## src/sv/mh_pkg.sv

```systemverilog
// shared types, constants and angle-table functions of the compass heading block
// no dependencies; every other file of the block imports this package
`timescale 1ns / 1ps

package mh_pkg;

  localparam int unsigned CORDIC_ITERATIONS = 28;
  localparam int unsigned SH_W      = $clog2(CORDIC_ITERATIONS);
  localparam int unsigned RAW_W     = 16;
  localparam int unsigned BYTE_W    = 8;
  localparam int unsigned HEAD_W    = 27;
  localparam int unsigned CFG_IDX_W = 2;
  localparam int unsigned ANG_FRAC  = 56;   // angle unit is 2^-56 rad
  localparam int unsigned XY_SHIFT  = 40;   // x and y prescale
  localparam int unsigned XY_W      = 59;   // holds 2^55 times the cordic gain times sqrt 2
  localparam int unsigned Z_W       = 60;   // holds pi plus the sum of all step angles
  localparam int unsigned LO_BITS   = 28;   // split point of the angle magnitude
  localparam int unsigned RAD_W     = 30;
  localparam logic [RAD_W-1:0] RAD_TO_UNITS_X100 = 30'd572957795;
  localparam int unsigned V_W       = 32;   // angle times 1.8e7 over pi, scaled by 100
  localparam logic [V_W-1:0] DIV100_RECIP = 32'd2748779070;  // ceil(2^38 / 100)
  localparam int unsigned DIV100_SHIFT = 38;
  localparam logic [HEAD_W-1:0] FULL_TURN = 27'd36000000;
  localparam logic [9:0] DECL_SCALE = 10'd1000;

  typedef enum logic [CFG_IDX_W-1:0] {
    REG_X_CORR = 2'd0,
    REG_Y_CORR = 2'd1,
    REG_DECL   = 2'd2
  } cfg_reg_e;

  // corrected readings and zero-vector flag riding along with the rotation
  typedef struct packed {
    logic [RAW_W-1:0] corr_x;
    logic [RAW_W-1:0] corr_y;
    logic             zero;
  } side_t;

  typedef struct packed {
    logic                   valid;
    logic signed [XY_W-1:0] x;
    logic signed [XY_W-1:0] y;
    logic signed [Z_W-1:0]  z;
    side_t                  side;
  } cordic_t;

  typedef struct packed {
    logic [RAW_W-1:0]  corr_x;
    logic [RAW_W-1:0]  corr_y;
    logic [HEAD_W-1:0] heading;
  } result_t;

  // pi/4 by machin's formula, each series term truncated
  function automatic logic [63:0] quarter_pi();
    logic [63:0] p5;
    logic [63:0] p239;
    logic [63:0] s5;
    logic [63:0] s239;
    logic [63:0] term;
    p5   = (64'd1 << ANG_FRAC) / 64'd5;
    p239 = (64'd1 << ANG_FRAC) / 64'd239;
    s5   = 64'd0;
    s239 = 64'd0;
    for (int k = 0; k < 64; k++) begin
      if (p5 != 64'd0) begin
        term = p5 / 64'(2 * k + 1);
        if ((k % 2) == 1) s5 = s5 - term;
        else s5 = s5 + term;
        p5 = p5 / 64'd25;
      end
      if (p239 != 64'd0) begin
        term = p239 / 64'(2 * k + 1);
        if ((k % 2) == 1) s239 = s239 - term;
        else s239 = s239 + term;
        p239 = p239 / 64'd57121;
      end
    end
    return (s5 << 2) - s239;
  endfunction

  // atan(2^-i) as a truncated taylor sum; i = 0 gives the machin pi/4
  function automatic logic [63:0] atan_pow2(input int unsigned i);
    logic [63:0] sum;
    logic [63:0] term;
    int unsigned m;
    sum = 64'd0;
    if (i == 0) begin
      sum = quarter_pi();
    end else begin
      for (int unsigned k = 0; k <= ANG_FRAC; k++) begin
        m = i * (2 * k + 1);
        if (m <= ANG_FRAC) begin
          term = (64'd1 << (ANG_FRAC - m)) / 64'(2 * k + 1);
          if ((k % 2) == 1) sum = sum - term;
          else sum = sum + term;
        end
      end
    end
    return sum;
  endfunction

  localparam logic [Z_W-1:0] PI_Z = Z_W'(quarter_pi() << 2);

endpackage

```

## src/sv/mh_prep.sv

```systemverilog
// input stage: correction add, half-plane fold and prescale into the cordic chain
// depends on mh_pkg
`timescale 1ns / 1ps

module mh_prep import mh_pkg::*; (
  input  logic              clk_i,
  input  logic              rst_ni,
  input  logic              en_i,
  input  logic              valid_i,
  input  logic [BYTE_W-1:0] x_high_byte_i,
  input  logic [BYTE_W-1:0] x_low_byte_i,
  input  logic [BYTE_W-1:0] y_high_byte_i,
  input  logic [BYTE_W-1:0] y_low_byte_i,
  input  logic [RAW_W-1:0]  x_corr_i,
  input  logic [RAW_W-1:0]  y_corr_i,
  output cordic_t           cell_o
);

  logic [RAW_W-1:0]     xw;
  logic [RAW_W-1:0]     yw;
  logic signed [RAW_W:0] xs;
  logic signed [RAW_W:0] ys;
  logic signed [Z_W-1:0] z0;
  cordic_t              cell_d;
  cordic_t              data_q;
  logic                 valid_q;

  always_comb begin
    xw = {x_high_byte_i, x_low_byte_i} + x_corr_i;
    yw = {y_high_byte_i, y_low_byte_i} + y_corr_i;
    xs = signed'({xw[RAW_W-1], xw});
    ys = signed'({yw[RAW_W-1], yw});
    z0 = '0;
    // left half plane: rotate by pi first, sign taken from the original y
    if (xw[RAW_W-1]) begin
      xs = -xs;
      ys = -ys;
      z0 = yw[RAW_W-1] ? signed'(Z_W'(-PI_Z)) : signed'(PI_Z);
    end
    cell_d             = '0;
    cell_d.valid       = valid_i;
    cell_d.x           = XY_W'(xs) <<< XY_SHIFT;
    cell_d.y           = XY_W'(ys) <<< XY_SHIFT;
    cell_d.z           = z0;
    cell_d.side.corr_x = xw;
    cell_d.side.corr_y = yw;
    cell_d.side.zero   = (xw == '0) && (yw == '0);
  end

  always_ff @(posedge clk_i or negedge rst_ni) begin
    if (!rst_ni) begin
      valid_q <= 1'b0;
    end else if (en_i) begin
      valid_q <= valid_i;
    end
  end

  always_ff @(posedge clk_i) begin
    if (en_i) begin
      data_q <= cell_d;
    end
  end

  always_comb begin
    cell_o       = data_q;
    cell_o.valid = valid_q;
  end

endmodule

```

## config.mk

```make
export PLATFORM = sky130hd
export DESIGN_NAME = mh_prep
export DESIGN_NICKNAME = d
export VERILOG_FILES = /design/src/sv/mh_pkg.sv /design/src/sv/mh_prep.sv
export SDC_FILE = /design/constraint.sdc
export NUM_CORES = 1
export LEC_CHECK = 0
export ABC_AREA = 1
export BUFFER_PORTS_ARGS = -buffer_cell sky130_fd_sc_hd__buf_2
export CAP_MARGIN = 20
export CORE_MARGIN = 3
export CORE_UTILIZATION = 31
export DETAILED_ROUTE_END_ITERATION = 8
export GPL_TIMING_DRIVEN = 0
export SYNTH_ARGS = -nofsm -noshare
export SYNTH_HDL_FRONTEND = slang
export SYNTH_SLANG_ARGS = --single-unit
```

## constraint.sdc

```tcl
create_clock -name clk_i -period 1.3 [get_ports clk_i]
set_input_delay 0.13 -clock clk_i [delete_from_list [all_inputs] [get_ports clk_i]]
set_output_delay 0.13 -clock clk_i [all_outputs]
set_load 0.05 [all_outputs]
```

# [After elaboration in Yosys (flattened, before gate mapping)]
# Cells that the tools add are included.
[totals] ff_bits=128 latch_bits=0 mem_bits_rw=0 mem_bits_ro=0 inputBits=68 output_inout_bits=212 word_cells=18 mem_count=0
[classes] addsub=4 n_mul=0 div=0 magnitude_cmp=0 n_eq_ne=0 shifts=0 mux=3 bitwise=0 reduce_logical=3
[ops] cell="2-to-1 mux 60 bit" count=1
[ops] cell="2-to-1 mux 17 bit" count=2
[ops] cell="negation 16 -> 17 bit" count=2
[ops] cell="adder 16 bit" count=2
[ops] cell="zero test 16 bit" count=2
[ops] cell="logical AND 1 bit" count=1

# [Depth between registers and ports, before layout]
[logic_depth] depth_word=3 mapped_depth=17 mapped_depth_nobuf=17

# [Worst setup path after synthesis]
# Ideal clock, no wire load.
[synth_timing] path_type="input to register" startpoint="input port y_low_byte_i[0]" endpoint="register data_q (netlist bit cell_o[146]) (data pin)" setup_time_ns=0.249 arrival_ns=1.845 required_ns=1.051 setup_slack_ns=-0.794 path_stages=14 path_buffers=0 cell_sequence="ha_1 -> fa_1 -> nor2_1 -> nor2_1 -> nor3_2 -> nand2_1 -> nor2_1 -> nand2_1 -> nor2_1 -> nand3_1 -> nand2_1 -> nand2_1 -> nand2_1 -> inv_1"
[synth_lines] item="from (decl)" line_no="mh_prep.sv:13" source="input logic [BYTE_W-1:0] y_low_byte_i,"
[synth_lines] item="to (signal assigned)" line_no="mh_prep.sv:60" source="data_q <= cell_d;"
[synth_lines] item="to (decl)" line_no="mh_prep.sv:25" source="cordic_t data_q;"

==> impl_metrics.json <==
{
  "status": "finished with violations",
  "violations": "setup timing",
  "io_buffers": 197,
  "ant_nets": 0,
  "drv_cap": 0,
  "yosysSeqAreaShare_pct": 34.49,
  "grt_pass1_wl_um": 28150,
  "antenna_found_initial": 0,
  "vias_per_cell": 4.109,
  "hpwl_um": 12460,
  "start_kind": "input port",
  "rows": 50,
  "dpl_cell_area_sq_um": 8200,
  "finalSetupViolCount": 98,
  "numCtsBuffers": 9,
  "pin_count": 280,
  "fin_crit_sh_pct": 145.1,
  "start_util_pct": 31.83,
  "hold_viol_final": 0,
  "async_reset_ff_share_pct": 1.449,
  "drtIter0Drc": 159,
  "final_area_sq_um": 10940,
  "ir_drop_mv": 0.5354,
  "crit_fanout": 3,
  "synth-seq-cells": 69,
  "fmax_mhz": 530.2,
  "cts_tree": "yes",
  "drive_above_1_share_pct": 56.94,
  "hold_path.class": "in2reg",
  "cts_sinks": 69,
  "powerDensity_nw_per_um2": 1347,
  "die_h_um": 145.0,
  "grt.overflow.total": 0,
  "route.detailed.drc": 0,
  "nNetsFinal": 1249,
  "drt-pass1-iter-count": 4,
  "finalMaxSlewViolations": 0,
  "syn_to_final_growth_pct": 82.55,
  "setup_ws_ns": -0.5861,
  "grt_util_all_layers_pct": 16.33,
  "vias": 5802,
  "place_congestion": 0.8510,
  "synth_edf_count": 68,
  "slew_headroom_pct": 40.11,
  "wl_per_cell_um": 13.03,
  "postLayoutCoreUtil_pct": 58.10,
  "routed_wl_um": 18400,
  "synth_area_leader_cell": "edfxtp_1",
  "leakage_nw": 5.452,
  "die_area_sq_um": 21040,
  "yosysUniqueCellTypes": 33,
  "synth_common_cells": "nand2_1, buf_4, inv_1, edfxtp_1, nand3_1",
  "rsz0062_at_grt": "true",
  "grt_max_degree": 70,
  "finalPower_mw": 14.73,
  "synth_area_sq_um": 5993,
  "die_w_um": 145.0,
  "crit_type": "in2reg",
  "grt_pass1_vias": 5529,
  "end_kind": "flop",
  "syn_area_per_cell_sq_um": 7.703,
  "skew_ns": 0,
  "clk_latency_ns": 0.34,
  "h-tree-depth": 3,
  "worstMarginPinSlew_ns": 0.8983,
  "cts_buffer_depth": 2,
  "cp_data_required_time_ns": 1.40,
  "path_clk_slew_ns": 0.06,
  "synthesis.instances": 778,
  "yosysWarnings": 0,
  "cp.arrival_ns": 1.98,
  "coreArea_sq_um": 18830,
  "yosysTopAreaCellShare_pct": 34.07,
  "synth_area_leaders": "edfxtp_1, buf_4, nand2_1",
  "synth_ff_type": "edfxtp_1",
  "synth_most_common_cell": "nand2_1",
  "antenna_cells": 0,
  "clock-root-buffer": "clkbuf_16",
  "fin_crit_ns": 1.886
}
report_power, final:
part           total (mW)  internal (mW)  switching, mW  leakage (nW)
Combinational        8.70           3.33           5.37          4.60
Sequential           3.10           2.96          0.137         0.676
Clock                2.93           1.98          0.953         0.172
Total                14.7           8.28           6.46          5.45
per-stage QoR:
step | std cells | TNS [ns] | hold slack [ns] | worst slack, ns
6_report | 1412 | -23.13 | 0.03161 | -0.5861
5_1_grt | 1412 | -29.84 | 0.02975 | -0.7040
2_1_floorplan | 860 | -42.79 | -0.1656 | -0.6920
3_3_place_gp | 1317 | -95.83 | -0.08032 | -1.067
3_5_place_dp | 1318 | -48.17 | -0.08179 | -1.079
4_1_cts | 1405 | -23.17 | 0.01795 | -0.5586
cells by family (layout without fill, tap and decap cells):
kind of cell               after synthesis  count (layout)  synth area share (%)
AOI/OAI and AO/OA                       29              29                 2.631
xor gates and xnor gates                21              21                 3.194
adders and majority gates               34              34                 7.349
buffers and inverters                  248             540                 25.11
DFF                                     69              69                 34.49
muxes                                    1               1                0.1879
other                                    1              83               0.06257
and+or+nand+nor                        375             375                 26.97
critical path: stages:
cell and delay, ns:
buf_6 0.10, ha_4 0.16, fa_2 0.49, inv_2 0.11
ha_4 0.17, nand3_4 0.10, nor2_4 0.17, nand2_2 0.08
nor2_4 0.12, nand3_2 0.11, inv_2 0.08, nand2_4 0.07
nand2_2 0.07, inv_2 0.02
flip-flops by register name, summed over array words and instances (netlist names):
signal,count
valid_q,1
cell_o,68
final cells by class:
class / instances / area [sq um]
Fill cell: 1570 / 7890
Clock inverter: 5 / 106.4
Clock buffer: 11 / 252.7
Buffer: 145 / 1303
Multi-Input combinational cell: 543 / 3946
Sequential cell: 69 / 2067
Timing Repair Buffer: 280 / 2566
Inverter: 99 / 374.1
Tap cell: 260 / 325.3
layout by cell type (no fill, tap or decap), types with 3 or more instances in the layout:
cell and n:
ha_4 28, nor2_1 28, bufinv_16 3, a21oi_1 7, o21ai_2 3, nand3_2 11
conb_1 83, inv_1 86, a21oi_2 7, nand3_4 10, nor2_2 18, nand3_1 38
nor2_4 17, buf_8 51, nand2_4 34, nor3_1 3, xor2_1 15, buf_6 102
buf_4 136, clkbuf_16 9, o21ai_1 3, a21oi_4 5, nand4_1 5, buf_12 6
nand2_1 144, inv_2 12, edfxtp_1 68, buf_16 7, nand3b_1 5, nand2_2 55
buf_2 121
worst paths after layout:
| path | endpoint | startpoint | depth (start not counted) | slack [ns] |
|---|---|---|---|---|
| hold / removal | valid_q$_DFFE_PN0P_ | valid_i | 2 | 0.03 |
| max in group asynchronous | valid_q$_DFFE_PN0P_ | rst_ni | 2 | 1.08 |
| hold reg to reg | valid_q$_DFFE_PN0P_ | valid_q$_DFFE_PN0P_ | 1 | 0.52 |
| min in group asynchronous | valid_q$_DFFE_PN0P_ | rst_ni | 2 | 0.13 |
| setup / recovery | cell_o[149]$_DFFE_PP_ | y_corr_i[0] | 14 | -0.59 |
| setup reg to reg | valid_q$_DFFE_PN0P_ | valid_q$_DFFE_PN0P_ | 1 | 0.55 |
routing by layer:
metal / GRT usage [%] / wire [um] / up-vias
met5: 0 / 0 / -
met4: 4.561 / 298 / 0
met3: 3.529 / 1081 / 19
met2: 28.03 / 9089 / 197
met1: 20.80 / 7932 / 2593
li1: - / - / 2993
timing repair:
item / in CTS / in global routing
gates resized for setup: 298 / 145
setup endpoints to repair: 100 / 111
hold endpoints to repair: 1 / 0
pin swaps: 69 / 48
setup buffers: 63 / 15
hold buffers: 1 / 0
gates cloned: 8 / 0
(Power assumes the default switching activity.)
