## src/sv/mh_pkg.sv

```systemverilog
// shared types, constants and angle-table functions of the compass heading block
// no dependencies; every other file of the block imports this package
`timescale 1ns / 1ps

package mh_pkg;

  localparam int unsigned CORDIC_ITERATIONS = 28;
  localparam int unsigned SH_W      = $clog2(CORDIC_ITERATIONS);
  localparam int unsigned RAW_W     = 16;
  localparam int unsigned BYTE_W    = 8;
  localparam int unsigned HEAD_W    = 27;
  localparam int unsigned CFG_IDX_W = 2;
  localparam int unsigned ANG_FRAC  = 56;   // angle unit is 2^-56 rad
  localparam int unsigned XY_SHIFT  = 40;   // x and y prescale
  localparam int unsigned XY_W      = 59;   // holds 2^55 times the cordic gain times sqrt 2
  localparam int unsigned Z_W       = 60;   // holds pi plus the sum of all step angles
  localparam int unsigned LO_BITS   = 28;   // split point of the angle magnitude
  localparam int unsigned RAD_W     = 30;
  localparam logic [RAD_W-1:0] RAD_TO_UNITS_X100 = 30'd572957795;
  localparam int unsigned V_W       = 32;   // angle times 1.8e7 over pi, scaled by 100
  localparam logic [V_W-1:0] DIV100_RECIP = 32'd2748779070;  // ceil(2^38 / 100)
  localparam int unsigned DIV100_SHIFT = 38;
  localparam logic [HEAD_W-1:0] FULL_TURN = 27'd36000000;
  localparam logic [9:0] DECL_SCALE = 10'd1000;

  typedef enum logic [CFG_IDX_W-1:0] {
    REG_X_CORR = 2'd0,
    REG_Y_CORR = 2'd1,
    REG_DECL   = 2'd2
  } cfg_reg_e;

  // corrected readings and zero-vector flag riding along with the rotation
  typedef struct packed {
    logic [RAW_W-1:0] corr_x;
    logic [RAW_W-1:0] corr_y;
    logic             zero;
  } side_t;

  typedef struct packed {
    logic                   valid;
    logic signed [XY_W-1:0] x;
    logic signed [XY_W-1:0] y;
    logic signed [Z_W-1:0]  z;
    side_t                  side;
  } cordic_t;

  typedef struct packed {
    logic [RAW_W-1:0]  corr_x;
    logic [RAW_W-1:0]  corr_y;
    logic [HEAD_W-1:0] heading;
  } result_t;

  // pi/4 by machin's formula, each series term truncated
  function automatic logic [63:0] quarter_pi();
    logic [63:0] p5;
    logic [63:0] p239;
    logic [63:0] s5;
    logic [63:0] s239;
    logic [63:0] term;
    p5   = (64'd1 << ANG_FRAC) / 64'd5;
    p239 = (64'd1 << ANG_FRAC) / 64'd239;
    s5   = 64'd0;
    s239 = 64'd0;
    for (int k = 0; k < 64; k++) begin
      if (p5 != 64'd0) begin
        term = p5 / 64'(2 * k + 1);
        if ((k % 2) == 1) s5 = s5 - term;
        else s5 = s5 + term;
        p5 = p5 / 64'd25;
      end
      if (p239 != 64'd0) begin
        term = p239 / 64'(2 * k + 1);
        if ((k % 2) == 1) s239 = s239 - term;
        else s239 = s239 + term;
        p239 = p239 / 64'd57121;
      end
    end
    return (s5 << 2) - s239;
  endfunction

  // atan(2^-i) as a truncated taylor sum; i = 0 gives the machin pi/4
  function automatic logic [63:0] atan_pow2(input int unsigned i);
    logic [63:0] sum;
    logic [63:0] term;
    int unsigned m;
    sum = 64'd0;
    if (i == 0) begin
      sum = quarter_pi();
    end else begin
      for (int unsigned k = 0; k <= ANG_FRAC; k++) begin
        m = i * (2 * k + 1);
        if (m <= ANG_FRAC) begin
          term = (64'd1 << (ANG_FRAC - m)) / 64'(2 * k + 1);
          if ((k % 2) == 1) sum = sum - term;
          else sum = sum + term;
        end
      end
    end
    return sum;
  endfunction

  localparam logic [Z_W-1:0] PI_Z = Z_W'(quarter_pi() << 2);

endpackage

```

## src/sv/mh_post.sv

```systemverilog
// four-stage conversion of the cordic angle to 1e-5 degree units plus declination
// depends on mh_pkg
`timescale 1ns / 1ps

module mh_post import mh_pkg::*; (
  input  logic              clk_i,
  input  logic              rst_ni,
  input  logic              en_i,
  input  cordic_t           cell_i,
  input  logic [HEAD_W-1:0] decl_scaled_i,
  output logic              valid_o,
  output result_t           res_o
);

  localparam int unsigned AH_W = Z_W - LO_BITS;
  localparam int unsigned P1_W = AH_W + RAD_W;
  localparam int unsigned P0_W = LO_BITS + RAD_W;
  localparam int unsigned S_W  = P1_W + 1;
  localparam int unsigned PR_W = 2 * V_W;
  localparam int unsigned Q_W  = PR_W - DIV100_SHIFT;

  // stage 1: magnitude split and two partial products
  logic                 neg;
  logic [Z_W-1:0]       mag;
  logic [P1_W-1:0]      p1_d;
  logic [P0_W-1:0]      p0_d;
  logic [3:0]           valid_q;
  logic [P1_W-1:0]      p1_q;
  logic [P0_W-1:0]      p0_q;
  side_t                side1_q;
  logic                 neg1_q;
  // stage 2: recombine and drop the 2^56 scale
  logic [S_W-1:0]       sum;
  logic [V_W-1:0]       v_q;
  side_t                side2_q;
  logic                 neg2_q;
  // stage 3: divide by 100 through the reciprocal
  logic [PR_W-1:0]      prod_q;
  side_t                side3_q;
  logic                 neg3_q;
  // stage 4: sign, wrap to a full turn, zero vector and declination
  logic [Q_W-1:0]       q;
  logic [HEAD_W-1:0]    turn;
  result_t              res_d;
  result_t              res_q;

  always_comb begin
    neg  = cell_i.z[Z_W-1];
    mag  = neg ? Z_W'(-cell_i.z) : Z_W'(cell_i.z);
    p1_d = P1_W'(mag[Z_W-1:LO_BITS]) * P1_W'(RAD_TO_UNITS_X100);
    p0_d = P0_W'(mag[LO_BITS-1:0]) * P0_W'(RAD_TO_UNITS_X100);
  end

  // the converged angle stays within pi, so the scaled value fits V_W bits
  assign sum = S_W'(p1_q) + S_W'(p0_q >> LO_BITS);

  always_comb begin
    q    = prod_q[DIV100_SHIFT +: Q_W];
    turn = (neg3_q && (q != '0)) ? FULL_TURN - HEAD_W'(q) : HEAD_W'(q);
    if (side3_q.zero) begin
      turn = '0;
    end
    res_d.corr_x  = side3_q.corr_x;
    res_d.corr_y  = side3_q.corr_y;
    res_d.heading = turn + decl_scaled_i;
  end

  always_ff @(posedge clk_i or negedge rst_ni) begin
    if (!rst_ni) begin
      valid_q <= '0;
    end else if (en_i) begin
      valid_q <= {valid_q[2:0], cell_i.valid};
    end
  end

  always_ff @(posedge clk_i) begin
    if (en_i) begin
      p1_q    <= p1_d;
      p0_q    <= p0_d;
      side1_q <= cell_i.side;
      neg1_q  <= neg;
      v_q     <= sum[LO_BITS +: V_W];
      side2_q <= side1_q;
      neg2_q  <= neg1_q;
      prod_q  <= PR_W'(v_q) * PR_W'(DIV100_RECIP);
      side3_q <= side2_q;
      neg3_q  <= neg2_q;
      res_q   <= res_d;
    end
  end

  assign valid_o = valid_q[3];
  assign res_o   = res_q;

endmodule

```

## config.mk

```make
export PLATFORM = sky130hd
export DESIGN_NAME = mh_post
export DESIGN_NICKNAME = d
export VERILOG_FILES = /design/src/sv/mh_pkg.sv /design/src/sv/mh_post.sv
export SDC_FILE = /design/constraint.sdc
export NUM_CORES = 2
export LEC_CHECK = 0
export BUFFER_PORTS_ARGS = -buffer_cell sky130_fd_sc_hd__buf_2
export CORE_MARGIN = 4
export CORE_UTILIZATION = 65
export DETAILED_ROUTE_END_ITERATION = 8
export PLACE_DENSITY = 0.9
export SKIP_CTS_REPAIR_TIMING = 1
export SLEW_MARGIN = 15
export SYNTH_ARGS = -nofsm -noshare
export SYNTH_HDL_FRONTEND = slang
export SYNTH_SLANG_ARGS = --single-unit
```

## constraint.sdc

```tcl
create_clock -name clk_i -period 13.75 [get_ports clk_i]
set_input_delay 2.75 -clock clk_i [delete_from_list [all_inputs] [get_ports clk_i]]
set_output_delay 2.75 -clock clk_i [all_outputs]
set_load 0.005 [all_outputs]
```

# == Yosys cells after proc, flatten, opt, wreduce, memory -nomap -nowiden ==
# Cells that the tools add are included.
# totals
wordCells,32
output_inout_bits,60
inputBits,242
register_bits,378
# op_classes
n_mux,3
reduce_logical,2
n_addsub,4
n_mul,3
# ops
op,n
"multiplier 32 x 31 -> 63 bit, second input constant",1
adder 60 x 30 -> 60 bit,1
"multiplier 32 x 30 -> 60 bit, second input constant",1
two-way mux 60 bit,1
negation 60 bit,1
"multiplier 28 x 30 -> 58 bit, second input constant",1
two-way mux 27 bit,2
adder 27 bit,1
"subtractor 26 x 26 -> 27 bit, first input constant",1
nonzero test 26 bit,1
logical AND 1 bit,1

# == Depth between registers and ports, before layout ==
# depth
depth_word,5
ltp_mapped,34
ltp_nobuf,33

# == Least setup slack after synthesis ==
# No wires, ideal clock.
# synth_path
path_kind,in2reg
startpoint,in cell_i[50] in the netlist's numbering
endpoint,reg p1_q[55] (data pin)
path_slack_ns,2.297
path_buffers,1
required_ns,13.485
cell_stages,31
arrival_time_ns,11.188
setup_ns,0.265
path_cell_list,or4_4 > or4_4 > or4_4 > or2_4 > or3_4 > nor2_1 > nand2_1 > or3_1 > or3_4 > inv_2 > ha_1 > fa_1 > inv_1 > fa_1 > inv_1 > fa_1 > fa_1 > fa_1 > ha_1 > ha_1 > clkbuf_1 > a21oi_1 > o21ai_0 > or3_1 > a21oi_1 > o21bai_1 > a221oi_1 > nand2_1 > a221oi_1 > o21ai_0 > xor2_1
# synth_between
elab_chain_len,3
# synth_lines
element,line_no,text
from (decl),mh_post.sv:9,"input cordic_t cell_i,"
negation 60 bit,mh_post.sv:49,mag = neg ? Z_W'(-cell_i.z) : Z_W'(cell_i.z);
two-way mux 60 bit,mh_post.sv:49,
multiplier 32 x 30 -> 60 bit,mh_post.sv:50,p1_d = P1_W'(mag[Z_W-1:LO_BITS]) * P1_W'(RAD_TO_UNITS_X100);
named net p1_d[55],mh_post.sv:25,logic [P1_W-1:0] p1_d;
to (signal assigned),mh_post.sv:78,p1_q <= p1_d;
to (decl),mh_post.sv:28,logic [P1_W-1:0] p1_q;
# The timed path passes the listed nets, and every way through them passes these cells.
# A chain may end at the register's enable or synchronous reset.

# == Worst setup path after layout ==
# layout_path
startpoint,in cell_i[33] in the netlist's numbering
endpoint,reg p1_q[55] (data pin)
# The elaborated chain is that of the path after synthesis.

==> flow_summary.json <==
{
  "status": "finished, final reports clean",
  "final.setup.tns_ns": 0,
  "grt_max_degree": 177,
  "port_buffers": 183,
  "wirelength_mm": 135,
  "slowest_stage": "or4_4",
  "worstPathRequired_ns": 14.05,
  "synth_top_area_share": 0.314,
  "synth.most_common_cell": "inv_1",
  "die_w_um": 299,
  "first_pass_iters": 6,
  "final_net_count": 7539,
  "synthesis.nets": 7326,
  "cts_root_buf": "clkbuf_16",
  "gr-total-overflow": 0,
  "routabilityCongestion": 1.01,
  "critPathMaxFanout": 10,
  "synthArstFlopShare": 0.0128,
  "gr-usage-met3": 0.0656,
  "setup_viol": 0,
  "period_share": 0.893,
  "core-area_um2": 83800,
  "synth_area_leaders": "fa_1 31%, ha_1 26%, edfxtp_1 17%",
  "rsz0062_at_grt": "no",
  "synth-edff-count": 309,
  "grt_antenna_before_repair": 5,
  "grt_use_total": 0.310,
  "use_met2": 0.532,
  "critPathCaptureType": "flip-flop",
  "finalHoldViolCount": 0,
  "finClkSkew_ns": 0.0343,
  "relSlewSlack": 0.255,
  "grt_use_met1": 0.371,
  "drc": 0,
  "routed_via_density": 5.90,
  "dp_hpwl_mm": 116,
  "slowest_delay_ns": 0.59,
  "grt_pass1_wl_mm": 217,
  "cts-buffers-inserted": 34,
  "yosys.area.top_type": "fa_1",
  "drtAntennaViolNets": 0,
  "via_count": 37900,
  "min_from": "res_d[53]",
  "startpoint_type": "input port",
  "syn_inst": 5062,
  "maxSlewViolCount": 0,
  "timing.rr.end": "prod_q[60]",
  "drive_gt1_frac": 0.0610,
  "cts.sinks": 313,
  "reg2regPathDepth": 22,
  "syn_to_final_growth_pct": 6.67,
  "crit_top_cell": "fa_1",
  "period_needed_ns": 12.29,
  "cp_top_family": "adder cells",
  "ys_warn_count": 0,
  "seq_area_frac_synth": 0.170,
  "worst_pin_slew_ns": 1.11,
  "arrival_ns": 12.58,
  "fin_ws_ns": 1.46,
  "synth_cell_types": 72,
  "ctsLongestPathBuffers": 3,
  "avgSynthCellArea_um2": 10.9,
  "grt_pass1_vias": 42300,
  "yosys-top-cells-count": "1328 x inv_1, 1159 x ha_1, 863 x fa_1, 309 x edfxtp_1, 176 x xnor2_1",
  "pre_cts_ws_ns": 1.01,
  "ys.flop_type": "edfxtp_1",
  "hold_depth": 0,
  "io-pin-count": 302,
  "crit_buf_inv": 5,
  "holdPathEnd": "res_o[53]",
  "rr_startpoint": "v_q[12]",
  "synth_area_um2": 55000,
  "die_h_um": 299,
  "num_rows": 106,
  "hold_class": "reg -> reg",
  "cts_tree": "yes",
  "regToRegSetupSlack_ns": 4.81,
  "drt-initial-drc-count": 2637,
  "drv_cap": 0,
  "clock.fmax_mhz": 81.4,
  "path_class": "in -> reg",
  "start_util": 0.657,
  "clk_pin_slew_ns": 0.08,
  "die_area_um2": 89400,
  "htree_levels": 2,
  "clkLatencyLatePin_ns": 0.58,
  "wire_per_inst_um": 21.0,
  "synth-seq-cells": 313,
  "busiest_layer": "met2",
  "crit_cells": 32,
  "n_fill_cell": 5636
}
metal layers:
layer / vias up / wire length (um)
met4: 2 / 7880
met5: - / 13
li1: 16900 / -
met1: 18900 / 49500
met2: 1637 / 66600
met3: 519 / 11000
how the worst max path moves through the flow:
stage	from	end	slack (ns)
3_3_place_gp	cell_i[33]	p1_q[55]	1.15
3_5_place_dp	cell_i[33]	p1_q[55]	1.01
5_1_grt	cell_i[33]	p1_q[55]	1.06
2_1_floorplan	cell_i[50]	p1_q[55]	2.30
4_1_cts	cell_i[33]	p1_q[55]	1.58
6_report	cell_i[33]	p1_q[55]	1.46
final cells by class:
cell class / count / area (um2) / area share
inverters: 1329 / 4990 / 0.0850
clock buffers: 40 / 883 / 0.0150
repair buffers: 223 / 1240 / 0.0211
flip-flops and latches: 313 / 9380 / 0.160
well taps: 1134 / 1420 / 0.0242
clock inverters: 20 / 272 / 0.00462
diodes: 2 / 5.00 / 0.0000852
multi-input cells: 3374 / 40500 / 0.690
cell families after synthesis:
| kind of cell | after synthesis | synth area share |
|---|---|---|
| AOI/OAI and AO/OA | 585 | 0.0690 |
| xor gates and xnor gates | 260 | 0.0415 |
| adders and majority gates | 2022 | 0.577 |
| buffers and inverters | 1375 | 0.0938 |
| DFF | 313 | 0.170 |
| muxes | 8 | 0.00159 |
| and+or+nand+nor | 499 | 0.0463 |
sequential cells by signal (all words and copies together), names as in the netlist:
| name | cells |
|---|---|
| res_d | 32 |
| valid_q | 4 |
| side2_q | 33 |
| neg3_q | 1 |
| neg1_q | 1 |
| p1_q | 60 |
| prod_q | 26 |
| side3_q | 1 |
| neg2_q | 1 |
| v_q | 32 |
| res_o | 59 |
| side1_q | 33 |
| p0_q | 30 |
placed cells by master, fill, tap and decap left out, types with 36 or more instances in the layout:
cell	netlist	final
a21o_1	109	109
a21oi_1	162	162
buf_2	0	182
buf_4	0	39
edfxtp_1	309	309
fa_1	863	863
ha_1	1159	1159
inv_1	1328	1328
nand2_1	113	113
nand3_1	50	50
nand4_1	36	36
nor2_1	112	112
o21ai_0	116	116
xnor2_1	176	173
xor2_1	83	83
worst reg2reg max path, cell delays in order, from the launching register on:
cell,delay [ns]
edfxtp_1,0.80
ha_1,0.51
fa_1,0.49
fa_1,0.50
fa_1,0.54
inv_1,0.05
fa_1,0.46
fa_1,0.50
inv_1,0.06
fa_1,0.50
fa_1,0.45
ha_1,0.34
a21o_1,0.22
o21a_1,0.21
a311oi_1,0.23
o21ai_0,0.27
a2111oi_0,0.72
a21boi_0,0.21
buf_4,0.21
a41o_1,0.31
o41ai_1,0.76
o21bai_1,0.17
xor2_1,0.19
through the flow:
step | cell area [um2] | util | hold slack [ns] | std cells
3_5_place_dp | 57500 | 0.687 | 0.405 | 6373
4_1_cts | 58700 | 0.700 | 0.410 | 6433
6_report | 58700 | 0.700 | 0.402 | 6435
2_1_floorplan | 55000 | - | 0.400 | 5062
5_1_grt | 58700 | 0.700 | 0.410 | 6435
3_3_place_gp | 57500 | 0.687 | 0.401 | 6373
Power is left out: the tool's default activity adds up to more than one toggle a clock period on the data nets, which glitch-free logic cannot reach.
